<file path="src/sv/tlc_pkg.sv">
// Shared types, constants and helper functions for the traffic light controller.
// Used by tlc_step and traffic_light_controller_with_setup_core; no dependencies.
package tlc_pkg;

  localparam logic [7:0] MAX_TIME  = 8'd99;
  localparam logic [7:0] MIN_TIME  = 8'd1;
  localparam logic [7:0] LONG_STEP = 8'd10;

  localparam logic [7:0] RED_RESET    = 8'd5;
  localparam logic [7:0] YELLOW_RESET = 8'd2;
  localparam logic [7:0] GREEN_RESET  = 8'd3;

  localparam logic [2:0] LAMP_OFF = 3'b000;
  localparam logic [2:0] LAMP_RED = 3'b100;
  localparam logic [2:0] LAMP_YEL = 3'b010;
  localparam logic [2:0] LAMP_GRN = 3'b001;

  // Command codes carried on the input side band.
  localparam logic [1:0] CMD_POLL  = 2'd0;
  localparam logic [1:0] CMD_SEC   = 2'd1;
  localparam logic [1:0] CMD_BLINK = 2'd2;

  // Phase codes, also shown on the mode output.
  localparam logic [2:0] PH_INIT      = 3'd0;
  localparam logic [2:0] PH_RED_GRN   = 3'd1;
  localparam logic [2:0] PH_RED_YEL   = 3'd2;
  localparam logic [2:0] PH_GRN_RED   = 3'd3;
  localparam logic [2:0] PH_YEL_RED   = 3'd4;
  localparam logic [2:0] PH_SET_RED   = 3'd5;
  localparam logic [2:0] PH_SET_YEL   = 3'd6;
  localparam logic [2:0] PH_SET_GRN   = 3'd7;

  typedef struct packed {
    logic       mode_pressed;
    logic       inc_pressed;
    logic       inc_long_pressed;
    logic       set_pressed;
  } buttons_t;

  typedef struct packed {
    logic [2:0] phase;
    logic [7:0] count_horizontal;
    logic [7:0] count_vertical;
    logic [7:0] red_seconds;
    logic [7:0] yellow_seconds;
    logic [7:0] green_seconds;
    logic [7:0] edited_seconds;
    logic [2:0] lamp_horizontal;
    logic [2:0] lamp_vertical;
  } ctl_state_t;

  function automatic logic [7:0] sat_add(logic [7:0] a, logic [7:0] b);
    logic [8:0] s;
    s = {1'b0, a} + {1'b0, b};
    return s[8] ? 8'hFF : s[7:0];
  endfunction

  function automatic logic [7:0] sat_sub(logic [7:0] a, logic [7:0] b);
    return (a > b) ? (a - b) : 8'd0;
  endfunction

  // Add a step to the edited time, wrapping to the minimum past the maximum.
  function automatic logic [7:0] bump(logic [7:0] a, logic [7:0] step);
    logic [8:0] s;
    s = {1'b0, a} + {1'b0, step};
    return (s > {1'b0, MAX_TIME}) ? MIN_TIME : s[7:0];
  endfunction

endpackage

</file>
<file path="src/sv/tlc_step.sv">
// Next-state logic of the traffic light controller for one command beat.
// Depends on tlc_pkg.
module tlc_step (
  input  tlc_pkg::ctl_state_t cur,
  input  logic [1:0]          command,
  input  tlc_pkg::buttons_t   buttons,
  output tlc_pkg::ctl_state_t nxt
);
  import tlc_pkg::*;

  function automatic ctl_state_t load_counts(ctl_state_t s, logic [7:0] h, logic [7:0] v,
                                             logic [2:0] lh, logic [2:0] lv,
                                             logic [2:0] ph);
    ctl_state_t r;
    r = s;
    r.count_horizontal = h;
    r.count_vertical   = v;
    r.lamp_horizontal  = lh;
    r.lamp_vertical    = lv;
    r.phase            = ph;
    return r;
  endfunction

  function automatic ctl_state_t enter_setup(ctl_state_t s, logic [2:0] ph);
    ctl_state_t r;
    logic [2:0] lamp;
    r = s;
    case (ph)
      PH_SET_RED: begin
        r.edited_seconds = s.red_seconds;
        lamp = LAMP_RED;
      end
      PH_SET_YEL: begin
        r.edited_seconds = s.yellow_seconds;
        lamp = LAMP_YEL;
      end
      default: begin
        r.edited_seconds = s.green_seconds;
        lamp = LAMP_GRN;
      end
    endcase
    return load_counts(r, r.edited_seconds, 8'd0, lamp, lamp, ph);
  endfunction

  function automatic ctl_state_t start_cycle(ctl_state_t s);
    return load_counts(s, s.red_seconds, s.green_seconds, LAMP_RED, LAMP_GRN, PH_RED_GRN);
  endfunction

  ctl_state_t s;
  logic       hz;
  logic       vz;
  logic [2:0] blink_bit;

  always_comb begin
    s = cur;
    hz = (cur.count_horizontal == 8'd0);
    vz = (cur.count_vertical == 8'd0);
    blink_bit = LAMP_OFF;
    case (command)
      CMD_POLL: begin
        case (cur.phase)
          PH_INIT: s = start_cycle(s);
          PH_RED_GRN: begin
            if (vz) begin
              s = load_counts(s, sat_sub(s.red_seconds, s.green_seconds), s.yellow_seconds,
                              LAMP_RED, LAMP_YEL, PH_RED_YEL);
            end else if (buttons.mode_pressed) begin
              s = enter_setup(s, PH_SET_RED);
            end
          end
          PH_RED_YEL: begin
            if (hz && vz) begin
              s = load_counts(s, s.green_seconds, s.red_seconds, LAMP_GRN, LAMP_RED,
                              PH_GRN_RED);
            end else if (buttons.mode_pressed) begin
              s = enter_setup(s, PH_SET_RED);
            end
          end
          PH_GRN_RED: begin
            if (hz) begin
              s = load_counts(s, s.yellow_seconds, sat_sub(s.red_seconds, s.green_seconds),
                              LAMP_YEL, LAMP_RED, PH_YEL_RED);
            end else if (buttons.mode_pressed) begin
              s = enter_setup(s, PH_SET_RED);
            end
          end
          PH_YEL_RED: begin
            if (hz && vz) begin
              s = start_cycle(s);
            end else if (buttons.mode_pressed) begin
              s = enter_setup(s, PH_SET_RED);
            end
          end
          default: begin
            // Setup modes: short press first, then long press.
            if (buttons.inc_pressed) begin
              s.edited_seconds   = bump(s.edited_seconds, 8'd1);
              s.count_horizontal = s.edited_seconds;
            end
            if (buttons.inc_long_pressed) begin
              s.edited_seconds   = bump(s.edited_seconds, LONG_STEP);
              s.count_horizontal = s.edited_seconds;
            end
            if (buttons.mode_pressed) begin
              if (cur.phase == PH_SET_GRN) begin
                s = start_cycle(s);
              end else begin
                s = enter_setup(s, cur.phase + 3'd1);
              end
            end else if (buttons.set_pressed) begin
              case (cur.phase)
                PH_SET_RED: begin
                  if (s.edited_seconds > s.yellow_seconds) begin
                    s.red_seconds   = s.edited_seconds;
                    s.green_seconds = sat_sub(s.edited_seconds, s.yellow_seconds);
                  end
                end
                PH_SET_YEL: begin
                  if (s.edited_seconds >= s.red_seconds) begin
                    s.red_seconds = sat_add(s.edited_seconds, s.green_seconds);
                  end else begin
                    s.green_seconds = sat_sub(s.red_seconds, s.edited_seconds);
                  end
                  s.yellow_seconds = s.edited_seconds;
                end
                default: begin
                  s.green_seconds = s.edited_seconds;
                  s.red_seconds   = sat_add(s.edited_seconds, s.yellow_seconds);
                end
              endcase
              s = enter_setup(s, cur.phase);
            end
          end
        endcase
      end
      CMD_SEC: begin
        if (cur.phase inside {[PH_RED_GRN:PH_YEL_RED]}) begin
          if (!hz) s.count_horizontal = cur.count_horizontal - 8'd1;
          if (!vz) s.count_vertical   = cur.count_vertical - 8'd1;
        end
      end
      CMD_BLINK: begin
        case (cur.phase)
          PH_SET_RED: blink_bit = LAMP_RED;
          PH_SET_YEL: blink_bit = LAMP_YEL;
          PH_SET_GRN: blink_bit = LAMP_GRN;
          default:    blink_bit = LAMP_OFF;
        endcase
        s.lamp_horizontal = cur.lamp_horizontal ^ blink_bit;
        s.lamp_vertical   = cur.lamp_vertical ^ blink_bit;
      end
      default: s = cur;
    endcase
    nxt = s;
  end

endmodule

</file>
<file path="src/sv/traffic_light_controller_with_setup_core.sv">
// Top level of the two-road traffic light controller with setup modes.
// Depends on tlc_pkg and tlc_step.
//
// The block takes one command beat per clock on the slave stream while the master side
// keeps up (a control poll with button flags, a one-second tick or a blink tick) and
// returns, for every beat, one status beat on the master stream holding both lamp sets,
// both displays and the current mode. A beat passes through an input register and then
// a result register, and the status is valid on the master side once the result register
// holds it; with the master side ready one beat is taken and one delivered every clock. The
// controller state (phase, countdowns, stored red/yellow/green times, edited time and
// lamps) is updated in the same cycle the beat moves from the input register to the
// result register, by the next-state logic in tlc_step. After reset the block sits in
// the init phase with all lamps off; the first control poll starts the automatic
// cycle. Command code 3 changes nothing and simply reports the current status.
module traffic_light_controller_with_setup_core (
  input  logic        clk,
  input  logic        rst,
  input  logic        s_tvalid,
  output logic        s_tready,
  // Fields from bit 0: mode_pressed, inc_pressed, inc_long_pressed, set_pressed.
  input  logic [7:0]  s_tdata,
  // Fields from bit 0: command.
  input  logic [1:0]  s_tuser,
  output logic        m_tvalid,
  input  logic        m_tready,
  // Fields from bit 0: lamps_horizontal[2:0], lamps_vertical[5:3],
  // display_horizontal[13:6], display_vertical[21:14], mode[24:22].
  output logic [31:0] m_tdata
);
  import tlc_pkg::*;

  // Input register.
  logic       in_valid;
  logic [1:0] in_command;
  buttons_t   in_buttons;

  // Controller state and its next value.
  ctl_state_t state;
  ctl_state_t state_next;

  // Result register.
  logic       out_valid;
  logic [31:0] out_data;

  logic advance;

  // A beat moves on when the result register is empty or being drained.
  assign advance  = in_valid && (!out_valid || m_tready);
  assign s_tready = !in_valid || advance;

  tlc_step u_step (
    .cur     (state),
    .command (in_command),
    .buttons (in_buttons),
    .nxt     (state_next)
  );

  always_ff @(posedge clk) begin
    if (rst) begin
      in_valid  <= 1'b0;
      out_valid <= 1'b0;
      state.phase            <= PH_INIT;
      state.count_horizontal <= 8'd0;
      state.count_vertical   <= 8'd0;
      state.red_seconds      <= RED_RESET;
      state.yellow_seconds   <= YELLOW_RESET;
      state.green_seconds    <= GREEN_RESET;
      state.edited_seconds   <= 8'd0;
      state.lamp_horizontal  <= LAMP_OFF;
      state.lamp_vertical    <= LAMP_OFF;
    end else begin
      if (s_tvalid && s_tready) begin
        in_valid <= 1'b1;
      end else if (advance) begin
        in_valid <= 1'b0;
      end
      if (advance) begin
        state     <= state_next;
        out_valid <= 1'b1;
      end else if (m_tready) begin
        out_valid <= 1'b0;
      end
    end
  end

  // Payload registers need no reset.
  always_ff @(posedge clk) begin
    if (s_tvalid && s_tready) begin
      in_command                  <= s_tuser;
      in_buttons.mode_pressed     <= s_tdata[0];
      in_buttons.inc_pressed      <= s_tdata[1];
      in_buttons.inc_long_pressed <= s_tdata[2];
      in_buttons.set_pressed      <= s_tdata[3];
    end
    if (advance) begin
      out_data <= {7'd0, state_next.phase, state_next.count_vertical,
                   state_next.count_horizontal, state_next.lamp_vertical,
                   state_next.lamp_horizontal};
    end
  end

  assign m_tvalid = out_valid;
  assign m_tdata  = out_data;

endmodule
</file>
<file path="config.mk">
export PLATFORM = sky130hd
export DESIGN_NAME = traffic_light_controller_with_setup_core
export DESIGN_NICKNAME = d
export VERILOG_FILES = /design/src/sv/tlc_pkg.sv /design/src/sv/tlc_step.sv /design/src/sv/traffic_light_controller_with_setup_core.sv
export SDC_FILE = /design/constraint.sdc
export NUM_CORES = 1
export LEC_CHECK = 0
export ABC_AREA = 1
export CELL_PAD_IN_SITES_DETAIL_PLACEMENT = 1
export CELL_PAD_IN_SITES_GLOBAL_PLACEMENT = 1
export CORE_AREA = 3 3 151 153
export DETAILED_ROUTE_END_ITERATION = 16
export DIE_AREA = 0 0 154 156
export DONT_BUFFER_PORTS = 1
export PLACE_DENSITY = 0.83
export REMOVE_ABC_BUFFERS = 1
export SYNTH_ARGS = -nofsm -noshare
export SYNTH_HDL_FRONTEND = slang
export SYNTH_SLANG_ARGS = --single-unit
</file>
<file path="constraint.sdc">
create_clock -name clk -period 10.9 [get_ports clk]
set_clock_uncertainty 0.2 [all_clocks]
set_input_delay 0 -clock clk [delete_from_list [all_inputs] [get_ports clk]]
set_output_delay 0 -clock clk [all_outputs]
set_load 0.02 [all_outputs]
</file>
==> key figures <==
Run
  – Max Cap Violations: 0

Yosys
  – Count leader, synth: nand2_1
  – Top post-synthesis cells by area: dfxtp_1 (12%), nand2_1 (11%), edfxtp_1 (9.8%), a21oi_1 (9.4%), inv_1 (7.6%)
  – #FFs+latches synth: 90
  – Post-synth EDFFs: 31
  – Post-synthesis cell area: 9460 sq um
  – Mapped Cells: 1480
  – Seq/Total Area, Yosys: 22.3%
  – Largest area contributor in the netlist: dfxtp_1
  – Synthesized area per cell: 6.39 sq um
  – Synth cell types: 63
  – Main synth FF type: dfxtp_1
  – Post-synth ARST share: 0%
  – Syn. warnings: 0
  – Yosys top cell area share: 12.5%
  – Top cells by count, synth: nand2_1 (272), inv_1 (192), a21oi_1 (177)

Final layout
  – Multi-input gate area: 6260 sq um
  – Fillers: 2913
  – Number of nets in the layout: 1525
  – Antenna diode count: 0
  – Storage element area: 2110 sq um
  – Share of layout cells above drive strength 1: 5.69%
  – Area Overhead vs Synth: 6.08%

GRT
  – GRT Util Overall: 31.1%
  – First-pass GRT wire length: 59.7 mm
  – Largest net degree at the start of global routing: 56
  – Total grt overflow: 0
  – Initial antenna violation count: 0
  – Number of global-route vias before repair: 10801

Worst setup path
  – Flop-to-flop setup slack: 3.65 ns
  – Arrival @ worst endpoint: 7.35 ns
  – Critical path type: reg2reg
  – Worst r2r dst: state[49]
  – Reg2reg path depth: 43
  – Critical Path RT: 11.00 ns
  – Worst r2r src: state[7]
  – Critical path peak fanout: 21
  – Crit-path slowest cell: and2_1
  – CP Launch Type: flip-flop
  – Setup crit end kind: flip-flop
  – Worst path max stage delay: 0.66 ns
  – Cell mode on critical path: nand2_1

Clocking
  – CTS H-Tree Depth: 3
  – Worst-path clk slew: 0.07 ns
  – Clock Tree Root: clkbuf_16
  – CTS tree: built
  – Num Clock Sinks: 90
  – Post-CTS setup buffers: 0
  – Clock Latency Late Sink: 0.36 ns
  – Num CTS Buffers: 9
  – Clock buffer depth: 2
  – Post-CTS resize count: 0

Min path
  – Beginning of the worst hold path: s_tdata[1]
  – Hold path depth: 1
  – Tightest Hold Check Type: in2reg
  – Hold endpoint: in_buttons[2]

Power and ir drop
  – Sw power: 444 uW
  – Power consumption: 1080 uW
  – Switching Fraction: 41.0%
  – Pleak: 0.00432 uW
  – PwrDens: 108 nW/um^2
  – Combinational power share: 34.9%
  – VDD IR max: 61.3 uV
  – Internal power: 638 uW
  – Sequential Power Share: 36.3%
  – Clock Power Share: 28.8%

Die
  – DIE HEIGHT: 156 microns
  – Row cnt: 54
  – Die area: 24000 sq um
  – Num ports: 48
  – Die span in x: 154 microns
  – Core outline area: 21700 sq um
  – Initial Utilization: 43.6%

STA
  – Final Slew Violations: 0
  – Setup TNS: 0 ns
  – Worst slew pin tran: 1.23 ns
  – Final Hold Fails: 0
  – Peak Freq: 138 MHz
  – Post-layout min period: 7.25 ns
  – Final Setup Violations: 0
  – Final Cycle Share: 66.5%
  – Slew HR: 17.6%
  – Unrepaired setup endpoints after global routing: false

Place
  – Detail Placement HPWL: 28.2 mm
  – Routability cong.: 0.982
  – Number of I/O port buffers: 0

Routing
  – Drt pass-1 iters: 7
  – Via/cell ratio: 6.19
  – Total Wirelength: 38.0 mm
  – DR WL/cell: 21.9 microns
  – Detail Route Antenna Nets: 0
  – Vias: 10751
  – DR DRC count: 0
  – Drt initial violations: 1135

Run status
  – Run status: finished, final reports clean
-- registers in the layout (all words and copies together), names as in the netlist --
signal,flops
m_tdata,25
state,57
m_tvalid,1
in_command,2
in_buttons,4
in_valid,1
-- power by group through the flow --
| stage | Clock [uW] | Sequential (uW) | Combinational [uW] |
|---|---|---|---|
| 2_1_floorplan | 0 | 396 | 250 |
| 3_3_place_gp | 0 | 400 | 346 |
| 3_5_place_dp | 0 | 400 | 358 |
| 4_1_cts | 313 | 393 | 368 |
| 5_1_grt | 324 | 395 | 417 |
| 6_report | 311 | 393 | 378 |
-- how the worst max path moves through the flow --
stage          startpoint          to  slack [ns]  cells past startpoint
6_report         state[7]   state[49]        3.65                     43
3_5_place_dp     state[7]   state[49]        3.86                     43
2_1_floorplan    state[6]  m_tdata[7]        5.30                     41
5_1_grt          state[7]   state[49]        3.03                     45
4_1_cts          state[7]   state[53]        3.80                     39
3_3_place_gp     state[7]   state[49]        4.15                     43
-- kinds of logic (layout without fill, tap and decap cells) --
logic type               after synthesis  after routing  synth area share, %
AND/OR/NAND/NOR                      567            567                 26.4
adder cells (fa/ha/maj)               58             58                 8.07
other                                  1              7               0.0396
AO/OA/AOI/OAI                        465            465                 29.6
flip-flops                            90             90                 22.3
XOR/XNOR                              19             19                 1.76
buffers and inverters                280            252                 11.8
-- through the flow --
step	util, %	setup WS, ns	cell area, sq um	std cells	hold WS [ns]
4_1_cts	46.3	3.80	10000	1738	0.0741
5_1_grt	46.3	3.03	10000	1738	0.0747
2_1_floorplan	-	5.30	9150	1416	-0.131
3_3_place_gp	44.3	4.15	9610	1709	-0.113
6_report	46.3	3.65	10000	1738	0.0750
3_5_place_dp	44.3	3.86	9610	1709	-0.111
-- layer usage --
| layer | global-route usage [%] | vias up | share of wire (%) |
|---|---|---|---|
| li1 | - | 4986 | - |
| met1 | 39.6 | 5230 | 42 |
| met5 | 0 | - | 0 |
| met3 | 4.41 | 120 | 6.4 |
| met4 | 15.4 | 0 | 5.2 |
| met2 | 51.7 | 415 | 46 |
-- worst max-delay path, delay by kind of cell, from the launching register on --
kind            cells  cell delay [ns]
fa+ha+maj           4             1.19
simple gates       29             3.65
compound gates      7             1.25
buf+inv             3             0.37
flops               1             0.52
-- cell usage in the layout (no fill, tap or decap), drive strengths merged, types with 3 or more instances in the layout --
| cell type | Yosys | final |
|---|---|---|
| a31oi | 8 | 8 |
| o21bai | 18 | 18 |
| nand2 | 288 | 288 |
| or2 | 5 | 5 |
| o221ai | 21 | 21 |
| a221oi | 9 | 9 |
| o22ai | 14 | 14 |
| dfxtp | 59 | 59 |
| o211ai | 37 | 37 |
| fa | 5 | 5 |
| dlygate4sd3 | 0 | 12 |
| nor3 | 25 | 25 |
| o21ai | 134 | 134 |
| edfxtp | 31 | 31 |
| o31ai | 5 | 5 |
| nand3b | 3 | 3 |
| xnor2 | 3 | 3 |
| nor2 | 162 | 162 |
| clkbuf | 46 | 10 |
| ha | 53 | 53 |
| a211oi | 3 | 3 |
| a311o | 4 | 4 |
| inv | 202 | 205 |
| clkinvlp | 0 | 3 |
| xor2 | 16 | 16 |
| nand4 | 15 | 15 |
| a22o | 9 | 9 |
| buf | 23 | 14 |
| clkinv | 8 | 8 |
| nand3 | 65 | 65 |
| a21oi | 179 | 179 |
| conb | 1 | 7 |
| a22oi | 12 | 12 |
-- timing repair --
item | CTS | global route
hold endpoints to repair | 71 | 0
hold buffers | 13 | 0
setup endpoints to repair | 0 | 0
-- layout make-up --
type,instances,share of cell area (%)
Tap cell,280,3.49
Inverter,210,7.86
Multi-Input combinational cell,1116,62.4
Timing Repair Buffer,26,2.44
Clock buffer,10,2.28
Clock inverter,6,0.486
Sequential cell,90,21.0
Note: power is estimated with default switching activity, not from simulation.
